**src/sv/cnv_pkg.sv**
```systemverilog
// Shared constants and types of the 3x3 normalized convolution filter.
package cnv_pkg;

    localparam int MAX_WIDTH      = 1024;
    localparam int MAX_HEIGHT     = 4096;
    localparam int COEF_FRAC_BITS = 8;

    localparam int PIX_W   = 8;
    localparam int COL_W   = $clog2(MAX_WIDTH);
    localparam int ROW_W   = $clog2(MAX_HEIGHT);
    localparam int WIDTH_W = COL_W + 1;
    localparam int COEF_W  = 16;
    localparam int ROW_COEF_W = 3 * COEF_W;
    localparam int N_TAPS  = 9;
    localparam int TAP_W   = $clog2(N_TAPS);
    localparam int PROD_W  = COEF_W + PIX_W + 1;
    localparam int ACC_W   = PROD_W + 4;
    localparam int KSUM_W  = COEF_W + 4;
    localparam int DIV_W   = ACC_W + 2;
    localparam int QUOT_W  = PIX_W;
    localparam int QCNT_W  = $clog2(QUOT_W);

    localparam int FIFO_DEPTH = 4;
    localparam int FIFO_AW    = $clog2(FIFO_DEPTH);

    localparam int APB_DW = 64;
    localparam int APB_AW = 5;

    // Register indexes on the configuration port.
    localparam logic [1:0] REG_IMAGE_WIDTH = 2'd0;
    localparam logic [1:0] REG_COEF_TOP    = 2'd1;
    localparam logic [1:0] REG_COEF_MID    = 2'd2;
    localparam logic [1:0] REG_COEF_BOT    = 2'd3;

    typedef logic [N_TAPS-1:0][COEF_W-1:0] t_coefs;

    // One filter job: nine window pixels (row-major, top-left first) and its place.
    typedef struct packed {
        logic [N_TAPS-1:0][PIX_W-1:0] pix;
        logic [COL_W-1:0]             col;
        logic [ROW_W-1:0]             row;
        logic                         last;
    } t_job;

    typedef struct packed {
        logic [PIX_W-1:0] pixel;
        logic [COL_W-1:0] col;
        logic [ROW_W-1:0] row;
        logic             last;
    } t_result;

endpackage

```
**src/sv/cnv_fifo.sv**
```systemverilog
// Short job queue between the window front end and the arithmetic back end.
module cnv_fifo (
    input  logic          i_clk,
    input  logic          i_rst_n,
    input  logic          i_push,
    input  cnv_pkg::t_job i_job,
    output logic          o_full,
    input  logic          i_pop,
    output cnv_pkg::t_job o_job,
    output logic          o_empty
);

    cnv_pkg::t_job                r_mem [cnv_pkg::FIFO_DEPTH];
    logic [cnv_pkg::FIFO_AW-1:0]  r_wr;
    logic [cnv_pkg::FIFO_AW-1:0]  r_rd;
    logic [cnv_pkg::FIFO_AW:0]    r_cnt;

    assign o_full  = (r_cnt == (cnv_pkg::FIFO_AW+1)'(cnv_pkg::FIFO_DEPTH));
    assign o_empty = (r_cnt == '0);
    assign o_job   = r_mem[r_rd];

    // Storage needs no reset.
    always_ff @(posedge i_clk) begin
        if (i_push) begin
            r_mem[r_wr] <= i_job;
        end
    end

    // Pointers and fill count.
    always_ff @(posedge i_clk) begin
        if (!i_rst_n) begin
            r_wr  <= '0;
            r_rd  <= '0;
            r_cnt <= '0;
        end else begin
            if (i_push) begin
                r_wr <= r_wr + 1'b1;
            end
            if (i_pop) begin
                r_rd <= r_rd + 1'b1;
            end
            if (i_push && !i_pop) begin
                r_cnt <= r_cnt + 1'b1;
            end else if (i_pop && !i_push) begin
                r_cnt <= r_cnt - 1'b1;
            end
        end
    end

endmodule

```
**config.mk**
```make
export PLATFORM = sky130hd
export DESIGN_NAME = cnv_fifo
export DESIGN_NICKNAME = d
export VERILOG_FILES = /design/src/sv/cnv_pkg.sv /design/src/sv/cnv_fifo.sv
export SDC_FILE = /design/constraint.sdc
export NUM_CORES = 1
export LEC_CHECK = 0
export ABC_AREA = 1
export BUFFER_PORTS_ARGS = -buffer_cell sky130_fd_sc_hd__buf_2
export CAP_MARGIN = 20
export CORE_MARGIN = 2
export CORE_UTILIZATION = 51
export DETAILED_ROUTE_END_ITERATION = 8
export HOLD_SLACK_MARGIN = 0.03
export MAX_ROUTING_LAYER = met4
export PLACE_DENSITY_LB_ADDON = 0.3
export SYNTH_ARGS = -nofsm -noshare
export SYNTH_HDL_FRONTEND = slang
export SYNTH_SLANG_ARGS = --single-unit
```
**constraint.sdc**
```tcl
create_clock -name i_clk -period 3.07 [get_ports i_clk]
set_input_delay 0.614 -clock i_clk [delete_from_list [all_inputs] [get_ports i_clk]]
set_output_delay 0.614 -clock i_clk [all_outputs]
set_load 0.05 [all_outputs]
```
======== Yosys cells after proc, flatten, opt, wreduce, memory -nomap -nowiden ========
Memory sizes are Yosys's and may differ from the RTL's. A register that Yosys moved wholly into a read port is not among the register bits.
Index checks and enable logic that the tools add are counted.
storage, ports and cells
  memories kept ........................... 1
  flip-flop bits (word level) ............. 7
  RAM bits ................................ 380
  logic and storage cells ................. 21
  input bits .............................. 99
  output and inout port bits .............. 97
cells by class
  add/sub/neg operators ................... 4
  reductions and logical operators ........ 6
  muxes and demuxes ....................... 6
  equality and inequality tests ........... 1
memories
  memory  words  bits a word  rd ports  clocked after Yosys merged registers in  wr ports  RTL line        RTL
  r_mem   4      95           1         1                                        1         cnv_fifo.sv:13  cnv_pkg::t_job r_mem [cnv_pkg::FIFO_DEPTH];
operators by type and width
  operator             number
  $mux 3               2
  $add 2x1->2 const B  2
  $mux 2               2
  $add 3x1->3 const B  1
  $eq 3x3->1 const B   1
  $logic_not 3->1      1
  $sub 3x1->3 const B  1
  $logic_and 1x1->1    2
  $logic_not 1->1      2
  $mux 1               2
  $reduce_bool 2->1    1

======== Depth between registers and ports, before layout ========
  word-level depth ........................ 4
  gate-level depth with buffers ........... 10
  depth with buffers taken out ............ 10

======== Least setup slack after synthesis ========
No wires, ideal clock.
  path type ............................... input -> register
  from .................................... in i_push
  to ...................................... mem r_mem[2][0] (netlist name) (enable)
  stages .................................. 2
  path slack .............................. 0.138 ns
  library setup time ...................... 0.449 ns
  buffers on the path ..................... 0
  arrival time ............................ 2.484 ns
  cell sequence ........................... nand2_1 -> inv_1
between the ends
  cells in the longest elaborated chain, start to end .. 2
RTL lines
  item                          RTL line        RTL
  start: declaration            cnv_fifo.sv:5   input logic i_push,
  $mux 1                        cnv_fifo.sv:24  if (i_push) begin
  $mux 1 (not written as such)  cnv_fifo.sv:25  r_mem[r_wr] <= i_job;
  end: declaration              cnv_fifo.sv:13
No other way between the ends.

==> summary.md <==
| Metric | Value |
|---|---|
| P_int | `8.951 mW` |
| Clock Root Buffer | `clkbuf_16` |
| Via count | `8,754` |
| Worst EP required | `2.46 ns` |
| DRC violations left | `0` |
| Hold buffer count at cts | `0` |
| Post-DP Area | `15,860 sq um` |
| HP Class | `in -> reg` |
| Post-route clock period utilization | `0.9530` |
| Post-Route Setup TNS | `0 ns` |
| Clk pwr share | `0.363` |
| Logic pwr share | `0.131` |
| Die X | `172.7 microns` |
| Crit path DAT | `2.31 ns` |
| Ys Warns | `0` |
| CP delay by family, top | `buffers and inverters` |
| Hold Vio Cnt, Final | `0` |
| PD cells | `708.8 nW/um^2` |
| Initial DRC Count | `680` |
| Final number of setup-violating endpoints | `0` |
| Post-synth top area cell | `edfxtp_1` |
| Crit path cell chain | `buf_16, o21ai_0, o22ai_1, buf_2` |
| Critical path launch point type | `flip-flop` |
| Fin util | `0.6121` |
| Mean post-synth cell area | `14.87 sq um` |
| CTS tree | `done` |
| Pre-CTS setup slack | `0.6000 ns` |
| Maximum VDD drop | `0.5278 mV` |
| # fillers | `2,188` |
| Register area share after synthesis | `0.7989` |
| Unique masters post-synth | `22` |
| Worst Tran Pin Value | `0.6442 ns` |
| Largest net degree at the start of global routing | `114` |
| Dominant cells by area after synthesis | `edfxtp_1 79%, o21ai_0 6.3%, nor2_1 5.0%, o22ai_1 4.1%, dfxtp_1 1.2%` |
| Worst path bufs/invs | `2` |
| Total global-route track usage | `0.2073` |
| Row count | `61` |
| RSZ-0062 raised after global routing | `false` |
| Max clock buf depth | `3` |
| IO Port Bufs | `195` |
| Synth Area in Compound Gates | `0.1100` |
| Highest clock rate | `341.8 MHz` |
| XOR/XNOR share of the synthesized area | `0` |
| Worst stage delay on the critical path | `0.56 ns` |
| Largest family of logic cells by synthesized area | `compound AO/OA/AOI/OAI gates` |
| H-tree Lvls | `2` |
| Switching Power | `3.168 mW` |
| Post-synth top area share | `0.7865` |
| Post-layout min period | `2.926 ns` |
| Die Area | `29,810 sq um` |
| Hold Slack | `0.2957 ns` |
| Vias/cell | `5.499` |
| Switching Share | `0.2614` |
| Worst reg-to-reg path cell count | `5` |
| Routability cong. | `0.7621` |
| #FFs+latches synth | `389` |
| Share of layout cells above drive strength 1 | `0.2299` |
| Critical path type | `reg -> out` |
| Initial core utilization | `0.5194` |
| Final Skew | `0.01940 ns` |
| Leakage power | `5.984 nW` |
| Max Cap Viol | `0` |
| Router iterations before antenna repair | `5` |
| CTS Buf Count | `40` |
| Wire per inst | `19.04 microns` |
| Slowest-stage cell, CP | `dfxtp_4` |
| CP Capture Type | `output pin` |
| Final setup margin | `0.1444 ns` |
| Syn_nets | `1,081` |
| DPL Wire Length | `17.16 mm` |
| Hold path depth | `1` |
| Fin nets | `1,281` |
| Slew HR | `0.5705` |
| Core Area | `27,930 sq um` |
| Clock transition at path regs | `0.06 ns` |
| CP max FO | `113` |
| Synthesis-to-layout area growth | `17.84%` |
| Io pins | `196` |
| Total gr overflow | `0` |
| Cells after synthesis | `976` |
| First-pass GRT wire length | `47.40 mm` |
| Critical Path Stages | `4` |
| Final max-slew violation count | `0` |
| ANT nets after route | `0` |
| Final WL | `30.30 mm` |
| Vias in the first global route | `8,774` |
| Synth Area in Simple Gates | `0.05424` |
| Sequential share of power | `0.506` |
| Die Y | `172.7 microns` |
| Post-synthesis mux area share | `0` |
| Skew-Pair Late Insertion Delay | `0.53 ns` |
| Synthesized area | `14,510 sq um` |
| CTS Sinks | `389` |
| Design area | `17,100 sq um` |
| Post-Synth Adder-Cell Area | `0.005692` |
| Outcome | `completed` |
| Initial antenna violation count | `8` |
==> layer usage <==
| metal | vias to the layer above | part of all wire | GRT usage |
|---|---|---|---|
| met1 | 4299 | 0.43 | 0.2738 |
| li1 | 4102 | - | - |
| met5 | - | 0 | - |
| met3 | 44 | 0.076 | 0.05079 |
| met4 | 0 | 0.020 | 0.06250 |
| met2 | 309 | 0.47 | 0.3223 |
==> cell families (layout without fill, tap and decap cells) <==
family	count (synthesis)	in the layout
AOI/OAI and AO/OA	295	295
adders and majority gates	6	6
buffers and inverters	78	307
DFF	389	389
other	0	9
and+or+nand+nor	208	208
==> area by class of cell <==
| class | count | area (sq um) | share of cell area |
|---|---|---|---|
| Multi-Input combinational cell | 509 | 2465 | 0.1442 |
| Timing Repair Buffer | 219 | 1271 | 0.07435 |
| Inverter | 17 | 81.33 | 0.004757 |
| Clock buffer | 50 | 1060 | 0.06198 |
| Clock inverter | 21 | 126.4 | 0.007391 |
| Sequential cell | 389 | 11600 | 0.6784 |
| Antenna cell | 9 | 22.52 | 0.001317 |
| Tap cell | 378 | 473.0 | 0.02766 |
==> power groups by stage <==
stage          clock network (mW)  registers, mW  logic [mW]
2_1_floorplan                   0           6.24        1.14
3_3_place_gp                    0           6.24        1.56
3_5_place_dp                    0           6.25        1.58
4_1_cts                      4.49           6.14        1.59
5_1_grt                      4.70           6.15        1.70
6_report                     4.40           6.13        1.59
==> timing repair <==
item / CTS / global route
buffers inserted: 0 / 1
setup endpoints to repair: 0 / 65
resized for setup: 0 / 2
==> synth_stat cells, drive strengths merged <==
cell type  count
clkbuf        26
edfxtp       380
nand2          9
buf           35
fa             1
o21ai        196
ha             5
a21oi          4
o22ai         95
dfxtp          9
inv           17
nor2         195
nand3          1
nor3           2
nand4          1
==> worst reg2reg max path: stages (launching register included) <==
cell,delay (ns)
dfxtp_1,0.33
inv_1,0.12
ha_1,0.16
nand2_1,0.08
inv_4,0.41
buf_4,0.36
==> sequential cells by signal (all words and copies together) (netlist names), named ones only <==
register  cells
r_rd          2
r_wr          2
r_cnt         3
r_mem       380
==> cells in the final DEF (no fill, tap or decap), drive strengths merged <==
cell type and instances:
edfxtp 380, buf 219, o21ai 196, nor2 195, o22ai 95, clkbuf 50
inv 19, clkinv 18, diode 9, nand2 9, dfxtp 9, ha 5
a21oi 4, nor3 2, nand3 1, nand4 1, fa 1, bufinv 1
==> worst paths after layout <==
check	startpoint	to	slack [ns]
worst max-delay path	flip-flop	o_job[63]	0.14
worst min-delay path	i_job[10]	r_mem[1][10]	0.30
worst max register to register	r_wr[0]	r_mem[2][65]	1.28
worst min register to register	r_rd[1]	flip-flop	0.45
==> metrics by stage <==
step                      power, mW  cells
after global placement        7.805   1511
after floorplan               7.373    976
after CTS                     12.21   1582
final                         12.12   1592
after detailed placement      7.832   1511
after global routing          12.54   1591
Power figures use the tool's default switching activity.
