### src/sv/cnv_pkg.sv
// Shared constants and types of the 3x3 normalized convolution filter.
package cnv_pkg;

    localparam int MAX_WIDTH      = 1024;
    localparam int MAX_HEIGHT     = 4096;
    localparam int COEF_FRAC_BITS = 8;

    localparam int PIX_W   = 8;
    localparam int COL_W   = $clog2(MAX_WIDTH);
    localparam int ROW_W   = $clog2(MAX_HEIGHT);
    localparam int WIDTH_W = COL_W + 1;
    localparam int COEF_W  = 16;
    localparam int ROW_COEF_W = 3 * COEF_W;
    localparam int N_TAPS  = 9;
    localparam int TAP_W   = $clog2(N_TAPS);
    localparam int PROD_W  = COEF_W + PIX_W + 1;
    localparam int ACC_W   = PROD_W + 4;
    localparam int KSUM_W  = COEF_W + 4;
    localparam int DIV_W   = ACC_W + 2;
    localparam int QUOT_W  = PIX_W;
    localparam int QCNT_W  = $clog2(QUOT_W);

    localparam int FIFO_DEPTH = 4;
    localparam int FIFO_AW    = $clog2(FIFO_DEPTH);

    localparam int APB_DW = 64;
    localparam int APB_AW = 5;

    // Register indexes on the configuration port.
    localparam logic [1:0] REG_IMAGE_WIDTH = 2'd0;
    localparam logic [1:0] REG_COEF_TOP    = 2'd1;
    localparam logic [1:0] REG_COEF_MID    = 2'd2;
    localparam logic [1:0] REG_COEF_BOT    = 2'd3;

    typedef logic [N_TAPS-1:0][COEF_W-1:0] t_coefs;

    // One filter job: nine window pixels (row-major, top-left first) and its place.
    typedef struct packed {
        logic [N_TAPS-1:0][PIX_W-1:0] pix;
        logic [COL_W-1:0]             col;
        logic [ROW_W-1:0]             row;
        logic                         last;
    } t_job;

    typedef struct packed {
        logic [PIX_W-1:0] pixel;
        logic [COL_W-1:0] col;
        logic [ROW_W-1:0] row;
        logic             last;
    } t_result;

endpackage

### src/sv/cnv_back.sv
// Back end: weighted sum, rounded division by the kernel sum, clamp and output register.
module cnv_back (
    input  logic            i_clk,
    input  logic            i_rst_n,
    input  logic            i_empty,
    output logic            o_pop,
    input  cnv_pkg::t_job   i_job,
    input  cnv_pkg::t_coefs i_coefs,
    output cnv_pkg::t_result o_res,
    output logic            o_valid,
    input  logic            i_ready
);

    typedef enum logic [4:0] {
        B_IDLE = 5'b00001,
        B_MAC  = 5'b00010,
        B_PREP = 5'b00100,
        B_DIV  = 5'b01000,
        B_OUT  = 5'b10000
    } t_bstate;

    t_bstate                             r_state;
    cnv_pkg::t_job                       r_job;
    logic [cnv_pkg::TAP_W-1:0]           r_k;
    logic signed [cnv_pkg::ACC_W-1:0]    r_acc;
    logic signed [cnv_pkg::KSUM_W-1:0]   r_ksum;
    logic [cnv_pkg::DIV_W-1:0]           r_rem;
    logic [cnv_pkg::DIV_W-1:0]           r_dsh;
    logic [cnv_pkg::QUOT_W-1:0]          r_q;
    logic [cnv_pkg::QCNT_W-1:0]          r_i;
    cnv_pkg::t_result                    r_res;
    logic                                r_valid;

    logic signed [cnv_pkg::KSUM_W-1:0]   ksum;
    logic signed [cnv_pkg::PROD_W-1:0]   prod;
    logic signed [cnv_pkg::KSUM_W-1:0]   dsr;
    logic [cnv_pkg::ACC_W-1:0]           abs_s;
    logic [cnv_pkg::KSUM_W-1:0]          abs_d;
    logic                                neg;
    logic [cnv_pkg::DIV_W-1:0]           num;
    logic [cnv_pkg::DIV_W-1:0]           den;
    logic                                load_out;

    // Kernel sum, refreshed every cycle from the coefficient registers.
    always_comb begin
        ksum = '0;
        for (int k = 0; k < cnv_pkg::N_TAPS; k++) begin
            ksum = ksum + cnv_pkg::KSUM_W'(signed'(i_coefs[k]));
        end
    end

    always_ff @(posedge i_clk) begin
        r_ksum <= ksum;
    end

    // One tap product per cycle.
    assign prod = $signed(i_coefs[r_k]) * $signed({1'b0, r_job.pix[r_k]});

    // Operands of the rounded division: q = (2|s| + |d|) / (2|d|).
    always_comb begin
        dsr   = (r_ksum != '0) ? r_ksum : cnv_pkg::KSUM_W'(1 << cnv_pkg::COEF_FRAC_BITS);
        abs_s = r_acc[cnv_pkg::ACC_W-1] ? cnv_pkg::ACC_W'(-r_acc) : cnv_pkg::ACC_W'(r_acc);
        abs_d = dsr[cnv_pkg::KSUM_W-1] ? cnv_pkg::KSUM_W'(-dsr) : cnv_pkg::KSUM_W'(dsr);
        neg   = r_acc[cnv_pkg::ACC_W-1] != dsr[cnv_pkg::KSUM_W-1];
        num   = (cnv_pkg::DIV_W'(abs_s) << 1) + cnv_pkg::DIV_W'(abs_d);
        den   = cnv_pkg::DIV_W'(abs_d) << 1;
    end

    assign o_pop    = (r_state == B_IDLE) && !i_empty;
    assign load_out = (r_state == B_OUT) && (!r_valid || i_ready);
    assign o_res    = r_res;
    assign o_valid  = r_valid;

    // Result register.
    always_ff @(posedge i_clk) begin
        if (load_out) begin
            r_res.pixel <= r_q;
            r_res.col   <= r_job.col;
            r_res.row   <= r_job.row;
            r_res.last  <= r_job.last;
        end
    end

    // Datapath registers.
    always_ff @(posedge i_clk) begin
        case (r_state)
            B_IDLE: begin
                r_job <= i_job;
                r_acc <= '0;
                r_k   <= '0;
            end
            B_MAC: begin
                r_acc <= r_acc + cnv_pkg::ACC_W'(prod);
                r_k   <= r_k + 1'b1;
            end
            B_PREP: begin
                r_rem <= num;
                r_dsh <= den << (cnv_pkg::QUOT_W - 1);
                r_i   <= cnv_pkg::QCNT_W'(cnv_pkg::QUOT_W - 1);
                if (neg) begin
                    r_q <= '0;
                end else if (num >= (den << cnv_pkg::QUOT_W)) begin
                    r_q <= '1;
                end else begin
                    r_q <= '0;
                end
            end
            B_DIV: begin
                if (r_rem >= r_dsh) begin
                    r_rem <= r_rem - r_dsh;
                end
                r_q   <= {r_q[cnv_pkg::QUOT_W-2:0], (r_rem >= r_dsh)};
                r_dsh <= r_dsh >> 1;
                r_i   <= r_i - 1'b1;
            end
            default: begin
                r_k <= r_k;
            end
        endcase
    end

    // Sequencer and output valid.
    always_ff @(posedge i_clk) begin
        if (!i_rst_n) begin
            r_state <= B_IDLE;
            r_valid <= 1'b0;
        end else begin
            if (load_out) begin
                r_valid <= 1'b1;
            end else if (i_ready) begin
                r_valid <= 1'b0;
            end
            case (r_state)
                B_IDLE: begin
                    if (!i_empty) begin
                        r_state <= B_MAC;
                    end
                end
                B_MAC: begin
                    if (r_k == cnv_pkg::TAP_W'(cnv_pkg::N_TAPS - 1)) begin
                        r_state <= B_PREP;
                    end
                end
                B_PREP: begin
                    if (neg || (num >= (den << cnv_pkg::QUOT_W))) begin
                        r_state <= B_OUT;
                    end else begin
                        r_state <= B_DIV;
                    end
                end
                B_DIV: begin
                    if (r_i == '0) begin
                        r_state <= B_OUT;
                    end
                end
                B_OUT: begin
                    if (load_out) begin
                        r_state <= B_IDLE;
                    end
                end
                default: begin
                    r_state <= B_IDLE;
                end
            endcase
        end
    end

endmodule

### config.mk
export PLATFORM = sky130hd
export DESIGN_NAME = cnv_back
export DESIGN_NICKNAME = d
export VERILOG_FILES = /design/src/sv/cnv_pkg.sv /design/src/sv/cnv_back.sv
export SDC_FILE = /design/constraint.sdc
export NUM_CORES = 1
export LEC_CHECK = 0
export CORE_ASPECT_RATIO = 1.5
export CORE_UTILIZATION = 45
export DETAILED_ROUTE_END_ITERATION = 16
export DONT_BUFFER_PORTS = 1
export GPL_ROUTABILITY_DRIVEN = 0
export GPL_TIMING_DRIVEN = 0
export PLACE_DENSITY_LB_ADDON = 0.25
export SLEW_MARGIN = 10
export SYNTH_ARGS = -nofsm -noshare
export SYNTH_HDL_FRONTEND = slang
export SYNTH_SLANG_ARGS = --single-unit
### constraint.sdc
create_clock -name i_clk -period 10.8 [get_ports i_clk]
set_input_delay 1.08 -clock i_clk [delete_from_list [all_inputs] [get_ports i_clk]]
set_output_delay 1.08 -clock i_clk [all_outputs]
set_load 0.05 [all_outputs]
# After elaboration in Yosys (flattened, before gate mapping)
# Index checks and enable logic that the tools add are counted.
# word_totals
word_cells	93
input_bits	243
romBits	0
register_bits	258
memories	0
ram_bits	0
output_inout_bits	33
latch_bits	0
# op_classes
n_div	0
addsub	15
n_shift	0
n_mul	1
n_reduce_logical	13
n_lt_le_gt_ge	3
bitwise	0
muxes	24
eq_ne	12
# op_table
op	count
31-bit case mux with 2 select lines	2
20-bit by 16-bit adder with 20-bit output	4
16-bit binary-select mux with 4-bit select	1
29-bit case mux with 2 select lines	1
20-bit 2-to-1 mux	2
8-bit binary-select mux with 4-bit select	1
30-bit by 20-bit adder with 31-bit output	1
31-bit by 29-bit greater-or-equal comparator with 1-bit output	1
31-bit greater-or-equal comparator	1
31-bit 2-to-1 mux	1
31-bit subtractor	1
29-bit by 25-bit adder with 29-bit output	1
29-bit 2-to-1 mux	1
29-bit negation	1
16-bit by 9-bit multiplier with 25-bit output	1
5-bit 2-to-1 mux	5
5-bit case mux with 5 select lines	1
8-bit 2-to-1 mux	3
19-bit by 16-bit adder with 20-bit output	1
20-bit negation	1
20-bit nonzero test	1
18-bit by 16-bit adder with 19-bit output	1
17-bit by 16-bit adder with 18-bit output	1
16-bit by 16-bit adder with 17-bit output	1
other kinds (23)	33

# Logic depth before layout (Yosys ltp)
# Gate-level depths: netlist (run 1).
# logic_depth
word_depth	9
ltp_mapped	29
depth_no_buf	29

# Worst setup path after synthesis (run 1)
# No wires, ideal clock.
# synth_path
path_type	register to register
start	register r_k[0] (netlist bit)
end	register r_acc[27] (netlist bit) (data pin)
t_arrival_ps	7239
period_less_slack_ps	7509
slack_ps	3291
path_buffers	3
required_ps	10530
path_stages_with_launch	27
setup_ps	270
path_cell_list	edfxtp_1 -> clkbuf_1 -> buf_1 -> clkbuf_1 -> mux4_2 -> mux2i_1 -> nor2_1 -> a21oi_1 -> nor2_1 -> fa_1 -> fa_1 -> inv_1 -> fa_1 -> inv_1 -> fa_1 -> fa_1 -> ha_1 -> a21o_1 -> a21o_1 -> a21o_1 -> a21o_1 -> a21o_1 -> o211ai_1 -> a21oi_1 -> o311ai_1 -> a21o_1 -> a21oi_1
# synth_via
elab_chain_cells	5
word_cells_on_any_way	7
classes_between	add/sub (1); mul (1); mux (5)
# synth_lines
element	line_no	text
from (decl)	cnv_back.sv:24	logic [cnv_pkg::TAP_W-1:0] r_k;
from (signal assigned)	cnv_back.sv:94	r_k <= r_k + 1'b1;
from (signal assigned)	cnv_back.sv:117	r_k <= r_k;
16-bit binary-select mux with 4-bit select or 8-bit binary-select mux with 4-bit select (tied branches)	cnv_back.sv:57	assign prod = $signed(i_coefs[r_k]) * $signed({1'b0, r_job.pix[r_k]});
16-bit 2-to-1 mux (implied by the code) or 8-bit 2-to-1 mux (tied branches)	cnv_back.sv:57	
16-bit by 9-bit multiplier with 25-bit output (*)	cnv_back.sv:57	
29-bit by 25-bit adder with 29-bit output (*)	cnv_back.sv:93	r_acc <= r_acc + cnv_pkg::ACC_W'(prod);
29-bit case mux with 2 select lines (*)	cnv_back.sv:86	case (r_state)
to (signal assigned)	cnv_back.sv:93	
to (decl)	cnv_back.sv:25	logic signed [cnv_pkg::ACC_W-1:0] r_acc;
# Every way passes the cells marked *; elsewhere a longest branch is shown, timed or not. The select of a mux whose other input is x is not followed.
# A chain may end at the register's enable or synchronous reset.

# Worst setup path after layout (run 1)
# layout_path
start	register r_k[0] (netlist bit)
end	register r_acc[28] (netlist bit) (data pin)
# Same word-level chain as after synthesis.

==> impl_metrics.py, run 1 <==
metrics = {
    "synthesis": {
        "async_reset_ff_frac": 0,
        "yosys-top-cells-count": "inv_1, fa_1, edfxtp_1, nor2_1, ha_1",
        "ys_warn_count": 0,
        "synth-edff-count": 229,
        "synth_area_leader_cell": "edfxtp_1",
        "synthTopCellsByArea": "edfxtp_1, fa_1, ha_1, inv_1, mux4_2",
        "ys_ff_latch": 255,
        "syn-num-nets": 2819,
        "syn_avg_cell_area_um2": 10.6,
        "synthesis.area_mm2": 0.0232,
        "netlist.area_leader.share": 0.297,
        "post-synth-top-count-cell": "inv_1",
        "synth_cell_type_count": 69,
        "syn_inst": 2175,
        "ys.flop_type": "edfxtp_1",
        "synth-seq-area-share": 0.319,
    },
    "critical_path": {
        "cp.depth": 26,
        "endpoint_kind": "flip-flop",
        "crit_required_ns": 11.09,
        "cpPeakStageDelay_ns": 0.75,
        "rr_worst_depth": 26,
        "crit_type": "flip-flop to flip-flop",
        "cp_max_fo": 10,
        "crit_family": "adder cells",
        "cp-start-kind": "flip-flop",
        "arrival_ns": 9.53,
        "crit_slowest_cell": "clkbuf_1",
        "cp_common_cell": "fa_1",
        "critPathBufInv": 5,
    },
    "cts": {
        "clk_pin_slew_worst_paths_ns": 0.07,
        "clockRootBuffer": "clkbuf_16",
        "numCtsBuffers": 28,
        "cts_resized": 0,
        "cts_tree": "done",
        "clock_path_buffers": 3,
        "cts_sinks": 255,
        "post-cts-setup-buffers": 0,
        "cts_hold_buf": 0,
        "cts_htree_levels": 1,
        "insertion_delay_ns": 0.60,
    },
    "run": {
        "maxCapViolCount": 0,
    },
    "sta": {
        "fin_crit_sh": 0.856,
        "rsz0062_at_grt": "no",
        "fin_crit_ns": 9.24,
        "slew_headroom": 0.211,
        "setup_violations": 0,
        "slew_violations": 0,
        "worst_pin_slew_ns": 1.18,
        "finalSetupTns_ns": 0,
        "final_hold_viol_count": 0,
        "skew_ns": 0.0508,
        "timing.fmax_mhz": 108,
    },
    "floorplanning": {
        "boundaryPins": 276,
        "die_h_um": 280,
        "fp.dieW_um": 187,
        "core_area_mm2": 0.0507,
        "num_rows": 101,
        "initial_utilization": 0.457,
        "dieArea_mm2": 0.0524,
    },
    "final_layout": {
        "fillCellCount": 4552,
        "syn2layout_area_growth_pct": 8.17,
        "drive_above_1_share": 0.0538,
        "nets": 2852,
        "antennaDiodeCount": 0,
    },
    "drt": {
        "vias_per_cell": 5.54,
        "drt-initial-drc-count": 717,
        "post-route-drc-count": 0,
        "totalWireLength_um": 56500,
        "ant_nets": 0,
        "route.vias.total": 16056,
        "route.detailed.wl_per_inst_um": 19.5,
        "first_pass_iters": 5,
    },
    "global_routing": {
        "grt_max_degree": 73,
        "antenna_found_initial": 0,
        "gr-usage-all-layers": 0.221,
        "grt_pass1_vias": 17137,
        "globalRouteMet3Util": 0.0321,
        "grt_remaining_overflow": 0,
        "use_met1": 0.218,
        "busiest_layer": "met2",
        "met2_usage": 0.433,
        "grt_pass1_wl_um": 90000,
    },
    "place": {
        "numPortBuffers": 0,
        "hpwl_um": 48100,
    },
    "hold_path": {
        "min_path_type": "flip-flop to flip-flop",
        "hold_path_depth": 0,
    },
    "status": {
        "status": "completed",
    },
}
-- area by class of cell --
| class | count | area, um2 | area share |
|---|---|---|---|
| Clock buffer | 30 | 708 | 0.0283 |
| Buffer | 55 | 206 | 0.00824 |
| Timing Repair Buffer | 3 | 55.1 | 0.00220 |
| Multi-Input combinational cell | 1513 | 14200 | 0.569 |
| Tap cell | 669 | 837 | 0.0334 |
| Sequential cell | 255 | 7400 | 0.295 |
| Inverter | 352 | 1320 | 0.0529 |
| Clock inverter | 22 | 274 | 0.0109 |
-- stage by stage --
step	instances	hold WS, ns	util	setup slack [ns]	area, um2
final	2899	0.418	0.494	1.56	25000
after global routing	2899	0.425	0.494	0.928	25000
after CTS	2899	0.419	0.494	1.50	25000
after detailed placement	2847	0.405	0.475	1.55	24100
after global placement	2844	0.401	0.473	1.68	24000
after floorplan	2175	0.400	-	3.29	23200
-- final timing paths --
kind / startpoint / end / slack, ns
setup reg to reg: r_k[0]$_SDFFCE_PN0P_ / r_acc[28]$_SDFFCE_PN0P_ / 1.56
hold reg to reg: r_q[7]$_DFFE_PP_ / o_res[30]$_DFFE_PP_ / 0.42
setup / recovery: r_k[0]$_SDFFCE_PN0P_ / r_acc[28]$_SDFFCE_PN0P_ / 1.56
hold / removal: r_q[7]$_DFFE_PP_ / o_res[30]$_DFFE_PP_ / 0.42
-- metal layers --
metal	wire, um	up-vias
met5	0	-
met4	3350	0
met3	2560	157
met2	31100	465
met1	19500	7963
li1	-	7471
-- registers in the layout (all words and copies together), names as in the netlist --
register	count
r_dsh	28
r_rem	31
r_ksum	20
r_job	95
r_i	3
o_valid	1
r_state	5
r_q	8
o_res	31
r_k	4
r_acc	29
-- kinds of logic after synthesis --
kind of cell / share of synthesized area
compound gates: 0.101
xor+xnor: 0.0499
fa+ha+maj: 0.296
buf+inv: 0.0660
flops: 0.319
mux: 0.0579
simple gates: 0.109
-- worst reg2reg max path: stages, from the launching register on --
cell and delay, ns:
edfxtp_1 0.41, clkbuf_1 0.34, buf_1 0.72, clkbuf_1 0.76, mux4_2 0.59, mux2i_1 0.18
nor2_1 0.06, a21oi_1 0.74, inv_1 0.20, nand2_1 0.15, fa_1 0.45, fa_1 0.55
fa_1 0.44, fa_1 0.54, inv_1 0.05, fa_1 0.45, ha_1 0.26, nor4_1 0.31
o21ai_1 0.17, a31oi_1 0.32, a21oi_1 0.18, o21ai_1 0.26, a21oi_1 0.12, o21ai_0 0.31
a21oi_1 0.16, xnor2_1 0.17, nor2_1 0.05
-- layout by cell type, fill, tap and decap left out, types with 13 or more instances in the layout --
cell type | synthesis | routed
a21o_1 | 46 | 46
a21oi_1 | 117 | 117
buf_1 | 14 | 14
clkbuf_1 | 41 | 43
clkbuf_16 | 0 | 28
dfxtp_1 | 26 | 26
edfxtp_1 | 229 | 229
fa_1 | 246 | 246
ha_1 | 155 | 155
inv_1 | 352 | 351
mux2i_1 | 26 | 26
mux4_2 | 48 | 48
nand2_1 | 138 | 135
nand2b_1 | 24 | 24
nand3_1 | 26 | 26
nor2_1 | 190 | 190
nor2b_1 | 34 | 34
nor3_1 | 40 | 40
o21a_1 | 14 | 14
o21ai_0 | 72 | 72
o21ai_1 | 20 | 20
o21bai_1 | 14 | 14
o31ai_1 | 13 | 13
xnor2_1 | 87 | 87
xor2_1 | 45 | 45
Power of run 1 is left out: the tool's default activity adds up to more than one toggle a clock period on the data nets, which glitch-free logic cannot reach.
==> run 2: changes to the inputs <==
--- a/config.mk
+++ b/config.mk
@@ -6,6 +6,7 @@
 export NUM_CORES = 1
 export LEC_CHECK = 0
 export CORE_ASPECT_RATIO = 1.5
+export CORE_MARGIN = 2
 export CORE_UTILIZATION = 45
 export DETAILED_ROUTE_END_ITERATION = 16
 export DONT_BUFFER_PORTS = 1
==> impl_metrics.py, run 2 (synthesized netlist as in run 1, its figures left out) <==
metrics = {
    "sta": {
        "fin_crit_ns": 9.27,
        "finalSetupTns_ns": 0,
        "fin_crit_sh": 0.858,
        "slew_headroom": 0.216,
        "skew_ns": 0.0328,
        "setup_violations": 0,
        "final_hold_viol_count": 0,
        "worst_pin_slew_ns": 1.18,
        "slew_violations": 0,
        "timing.fmax_mhz": 108,
        "rsz0062_at_grt": "no",
    },
    "floorplanning": {
        "dieArea_mm2": 0.0533,
        "initial_utilization": 0.457,
        "boundaryPins": 276,
        "die_h_um": 282,
        "fp.dieW_um": 189,
        "num_rows": 101,
        "core_area_mm2": 0.0507,
    },
    "cts": {
        "clk_pin_slew_worst_paths_ns": 0.06,
        "clockRootBuffer": "clkbuf_16",
        "clock_path_buffers": 3,
        "numCtsBuffers": 27,
        "cts_resized": 0,
        "insertion_delay_ns": 0.59,
        "cts_tree": "done",
        "cts_sinks": 255,
        "post-cts-setup-buffers": 0,
        "cts_hold_buf": 0,
        "cts_htree_levels": 1,
    },
    "drt": {
        "route.detailed.wl_per_inst_um": 19.7,
        "route.vias.total": 16020,
        "totalWireLength_um": 57000,
        "drt-initial-drc-count": 832,
        "post-route-drc-count": 0,
        "first_pass_iters": 5,
        "vias_per_cell": 5.53,
        "ant_nets": 0,
    },
    "critical_path": {
        "cp_max_fo": 10,
        "reg2reg_from": "r_k[0]$_SDFFCE_PN0P_",
        "cpPeakStageDelay_ns": 0.78,
        "rr_worst_depth": 26,
        "crit_required_ns": 11.11,
        "crit_slowest_cell": "a21oi_1",
        "cp-endpoint": "r_acc[26]$_SDFFCE_PN0P_",
        "arrival_ns": 9.58,
        "crit_type": "flip-flop to flip-flop",
        "ff2ff_setup_slack_ns": 1.53,
        "timing.rr.end": "r_acc[26]$_SDFFCE_PN0P_",
        "crit_family": "adder cells",
        "endpoint_kind": "flip-flop",
        "cp.depth": 26,
        "cp_common_cell": "fa_1",
        "worstSetupStartpoint": "r_k[0]$_SDFFCE_PN0P_",
        "cp-start-kind": "flip-flop",
        "critPathBufInv": 5,
    },
    "final_layout": {
        "syn2layout_area_growth_pct": 8.00,
        "antennaDiodeCount": 0,
        "regMostFlops": "r_job",
        "drive_above_1_share": 0.0525,
        "largest_register_ffs": 95,
        "final_common_cell": "inv_1",
        "final_cell_mix": "inv_1, fa_1, edfxtp_1",
        "nets": 2852,
        "fillCellCount": 4593,
    },
    "global_routing": {
        "grt_pass1_vias": 17289,
        "antenna_found_initial": 1,
        "grt_remaining_overflow": 0,
        "grt_max_degree": 73,
        "grt_pass1_wl_um": 90000,
        "gr-usage-all-layers": 0.218,
    },
    "hold_path": {
        "min_path_type": "flip-flop to flip-flop",
    },
    "run": {
        "maxCapViolCount": 0,
    },
    "place": {
        "numPortBuffers": 0,
        "hpwl_um": 48400,
    },
    "status": {
        "status": "completed",
    },
}
==> run 2: worst min path at each step <==
stage                        start             endpoint  slack, ns  cells after the start
6_report       r_job[18]$_DFFE_PP_  o_res[18]$_DFFE_PP_       0.41                      0
2_1_floorplan   r_job[0]$_DFFE_PP_   o_res[0]$_DFFE_PP_       0.40                      0
3_5_place_dp   r_job[18]$_DFFE_PP_  o_res[18]$_DFFE_PP_       0.40                      0
3_3_place_gp   r_job[12]$_DFFE_PP_  o_res[12]$_DFFE_PP_       0.40                      0
4_1_cts        r_job[22]$_DFFE_PP_  o_res[22]$_DFFE_PP_       0.41                      0
5_1_grt        r_job[18]$_DFFE_PP_  o_res[18]$_DFFE_PP_       0.42                      0
==> run 2: final cells by class <==
type | instances | area (um2) | share of cell area
timing repair buffer | 4 | 90.1 | 0.00360
inverter | 352 | 1320 | 0.0529
clock inverter | 20 | 223 | 0.00891
sequential | 255 | 7400 | 0.296
tap | 669 | 837 | 0.0335
multi-input combinational | 1513 | 14200 | 0.570
buffer | 55 | 206 | 0.00826
clock buffer | 30 | 687 | 0.0275
==> run 2: per-stage QoR <==
stage	instance area [um2]	hold WS, ns	util	std cells	setup WS, ns
6_report	25000	0.414	0.493	2898	1.53
5_1_grt	25000	0.423	0.493	2898	0.934
4_1_cts	25000	0.415	0.493	2898	1.61
3_5_place_dp	24100	0.405	0.476	2848	1.67
3_3_place_gp	24000	0.401	0.473	2844	1.76
2_1_floorplan	23200	0.400	-	2175	3.29
==> run 2: worst register-to-register path, delay by kind of cell (launching register included) <==
kind                       cells  cell delay (ns)
buffers and inverters          5             2.08
DFF                            1             0.44
and+or+nand+nor                4             0.58
AOI/OAI and AO/OA              8             2.37
muxes                          3             0.86
adders and majority gates      6             2.70
==> run 2: routing by layer <==
layer / GRT usage / up-vias / wire [um]
met1: 0.215 / 7920 / 19500
met3: 0.0339 / 165 / 2720
met5: 0 / - / 11
li1: - / 7463 / -
met4: 0.133 / 2 / 3870
met2: 0.422 / 470 / 30900
Power of run 2 is left out for the same reason.
==> run 3: changes to the inputs <==
==> constraint.sdc (replaced) <==
create_clock -name i_clk -period 8.1 [get_ports i_clk]
set_input_delay 0.81 -clock i_clk [delete_from_list [all_inputs] [get_ports i_clk]]
set_output_delay 0.81 -clock i_clk [all_outputs]
set_load 0.05 [all_outputs]
==> impl_metrics.py, run 3 (synthesized netlist as in run 1, its figures left out) <==
metrics = {
    "floorplanning": {
        "fp.dieW_um": 189,
        "dieArea_mm2": 0.0533,
        "die_h_um": 282,
        "boundaryPins": 276,
        "num_rows": 101,
        "core_area_mm2": 0.0507,
        "initial_utilization": 0.457,
    },
    "drt": {
        "post-route-drc-count": 0,
        "vias_per_cell": 5.53,
        "first_pass_iters": 6,
        "drt-initial-drc-count": 785,
        "totalWireLength_um": 57000,
        "route.vias.total": 16017,
        "route.detailed.wl_per_inst_um": 19.7,
        "ant_nets": 0,
    },
    "place": {
        "pre_cts_slack_ns": -1.03,
        "hpwl_um": 48400,
        "numPortBuffers": 0,
        "dpl_cell_area_mm2": 0.0241,
    },
    "sta": {
        "worst_pin_slew_ns": 1.06,
        "slew_violations": 0,
        "rsz0062_at_grt": "no",
        "setup_violations": 0,
        "fin_crit_sh": 0.953,
        "final_hold_viol_count": 0,
        "slew_headroom": 0.289,
        "finalSetupTns_ns": 0,
        "timing.fmax_mhz": 130,
        "finalWorstSetupSlack_ns": 0.379,
        "fin_crit_ns": 7.72,
        "hold_ws_ns": 0.315,
        "skew_ns": 0.0325,
    },
    "critical_path": {
        "crit_type": "flip-flop to flip-flop",
        "arrival_ns": 8.01,
        "crit_required_ns": 8.39,
        "cp_max_fo": 10,
        "cp_common_cell": "a21o_1",
        "cp.depth": 25,
        "cpPeakStageDelay_ns": 0.55,
        "crit_slowest_cell": "edfxtp_1",
        "critPathBufInv": 4,
        "endpoint_kind": "flip-flop",
        "rr_worst_depth": 25,
        "crit_family": "adder cells",
        "cp-start-kind": "flip-flop",
    },
    "cts": {
        "insertion_delay_ns": 0.59,
        "numCtsBuffers": 27,
        "clk_pin_slew_worst_paths_ns": 0.07,
        "clock_path_buffers": 3,
        "cts_sinks": 255,
        "cts_htree_levels": 1,
        "cts_tree": "done",
        "cts_hold_buf": 0,
        "clockRootBuffer": "clkbuf_16",
    },
    "hold_path": {
        "min_path_type": "input pin to flip-flop",
        "hold_path_depth": 0,
    },
    "global_routing": {
        "antenna_found_initial": 1,
        "gr-usage-all-layers": 0.218,
        "grt_max_degree": 73,
        "grt_remaining_overflow": 0,
        "grt_pass1_vias": 17304,
        "grt_pass1_wl_um": 90100,
    },
    "status": {
        "status": "completed",
    },
    "final_layout": {
        "nets": 2850,
        "finalInstanceArea_mm2": 0.0251,
        "drive_above_1_share": 0.0683,
        "syn2layout_area_growth_pct": 8.56,
        "fillCellCount": 4574,
        "final_common_cell": "inv_1",
        "regMostFlops": "r_job",
        "final_cell_mix": "inv_1, fa_1, edfxtp_1",
        "largest_register_ffs": 95,
        "antennaDiodeCount": 0,
    },
    "run": {
        "maxCapViolCount": 0,
    },
}
-- run 3: cell count changes in the layout (fill, tap and decap cells not counted), sizes merged --
cell,delta
clkbuf,-4
buf,+1
clkdlybuf4s15,+1
-- run 3: path summary, 6_finish.rpt --
| kind | start | to | slack, ns |
|---|---|---|---|
| worst min register to register | r_job[18]$_DFFE_PP_ | o_res[18]$_DFFE_PP_ | 0.41 |
| worst min-delay path | i_job[37] | r_job[37]$_DFFE_PP_ | 0.32 |
| worst max register to register | r_k[0]$_SDFFCE_PN0P_ | r_acc[27]$_SDFFCE_PN0P_ | 0.38 |
| worst max-delay path | r_k[0]$_SDFFCE_PN0P_ | r_acc[27]$_SDFFCE_PN0P_ | 0.38 |
-- run 3: timing repair --
| item | 4_1_cts | 5_1_grt |
|---|---|---|
| gates resized for setup | 44 | 12 |
| setup endpoints to repair | 20 | 7 |
| setup buffers | 0 | 2 |
-- run 3: metrics by stage --
step | util | instances
finish | 0.496 | 2896
global route | 0.496 | 2896
CTS | 0.496 | 2898
detailed placement | 0.476 | 2848
global placement | 0.473 | 2844
floorplan | - | 2175
-- run 3: metal layers --
layer,routed length (um),GRT usage,part of all wire,vias up
met5,11,0,0.00019,-
met4,4030,0.135,0.071,2
met3,2600,0.0335,0.046,176
met2,30800,0.422,0.54,481
met1,19600,0.216,0.34,7899
li1,-,-,-,7459
-- run 3: final cells by class --
type	count	area [um2]	area share
well taps	669	837	0.0333
inverters	352	1320	0.0527
plain buffers	51	230	0.00916
multi-input cells	1513	14300	0.570
clock inverters	20	223	0.00886
clock buffers	30	687	0.0273
repair buffers	6	105	0.00418
flip-flops and latches	255	7400	0.294
Power of run 3 is left out for the same reason.
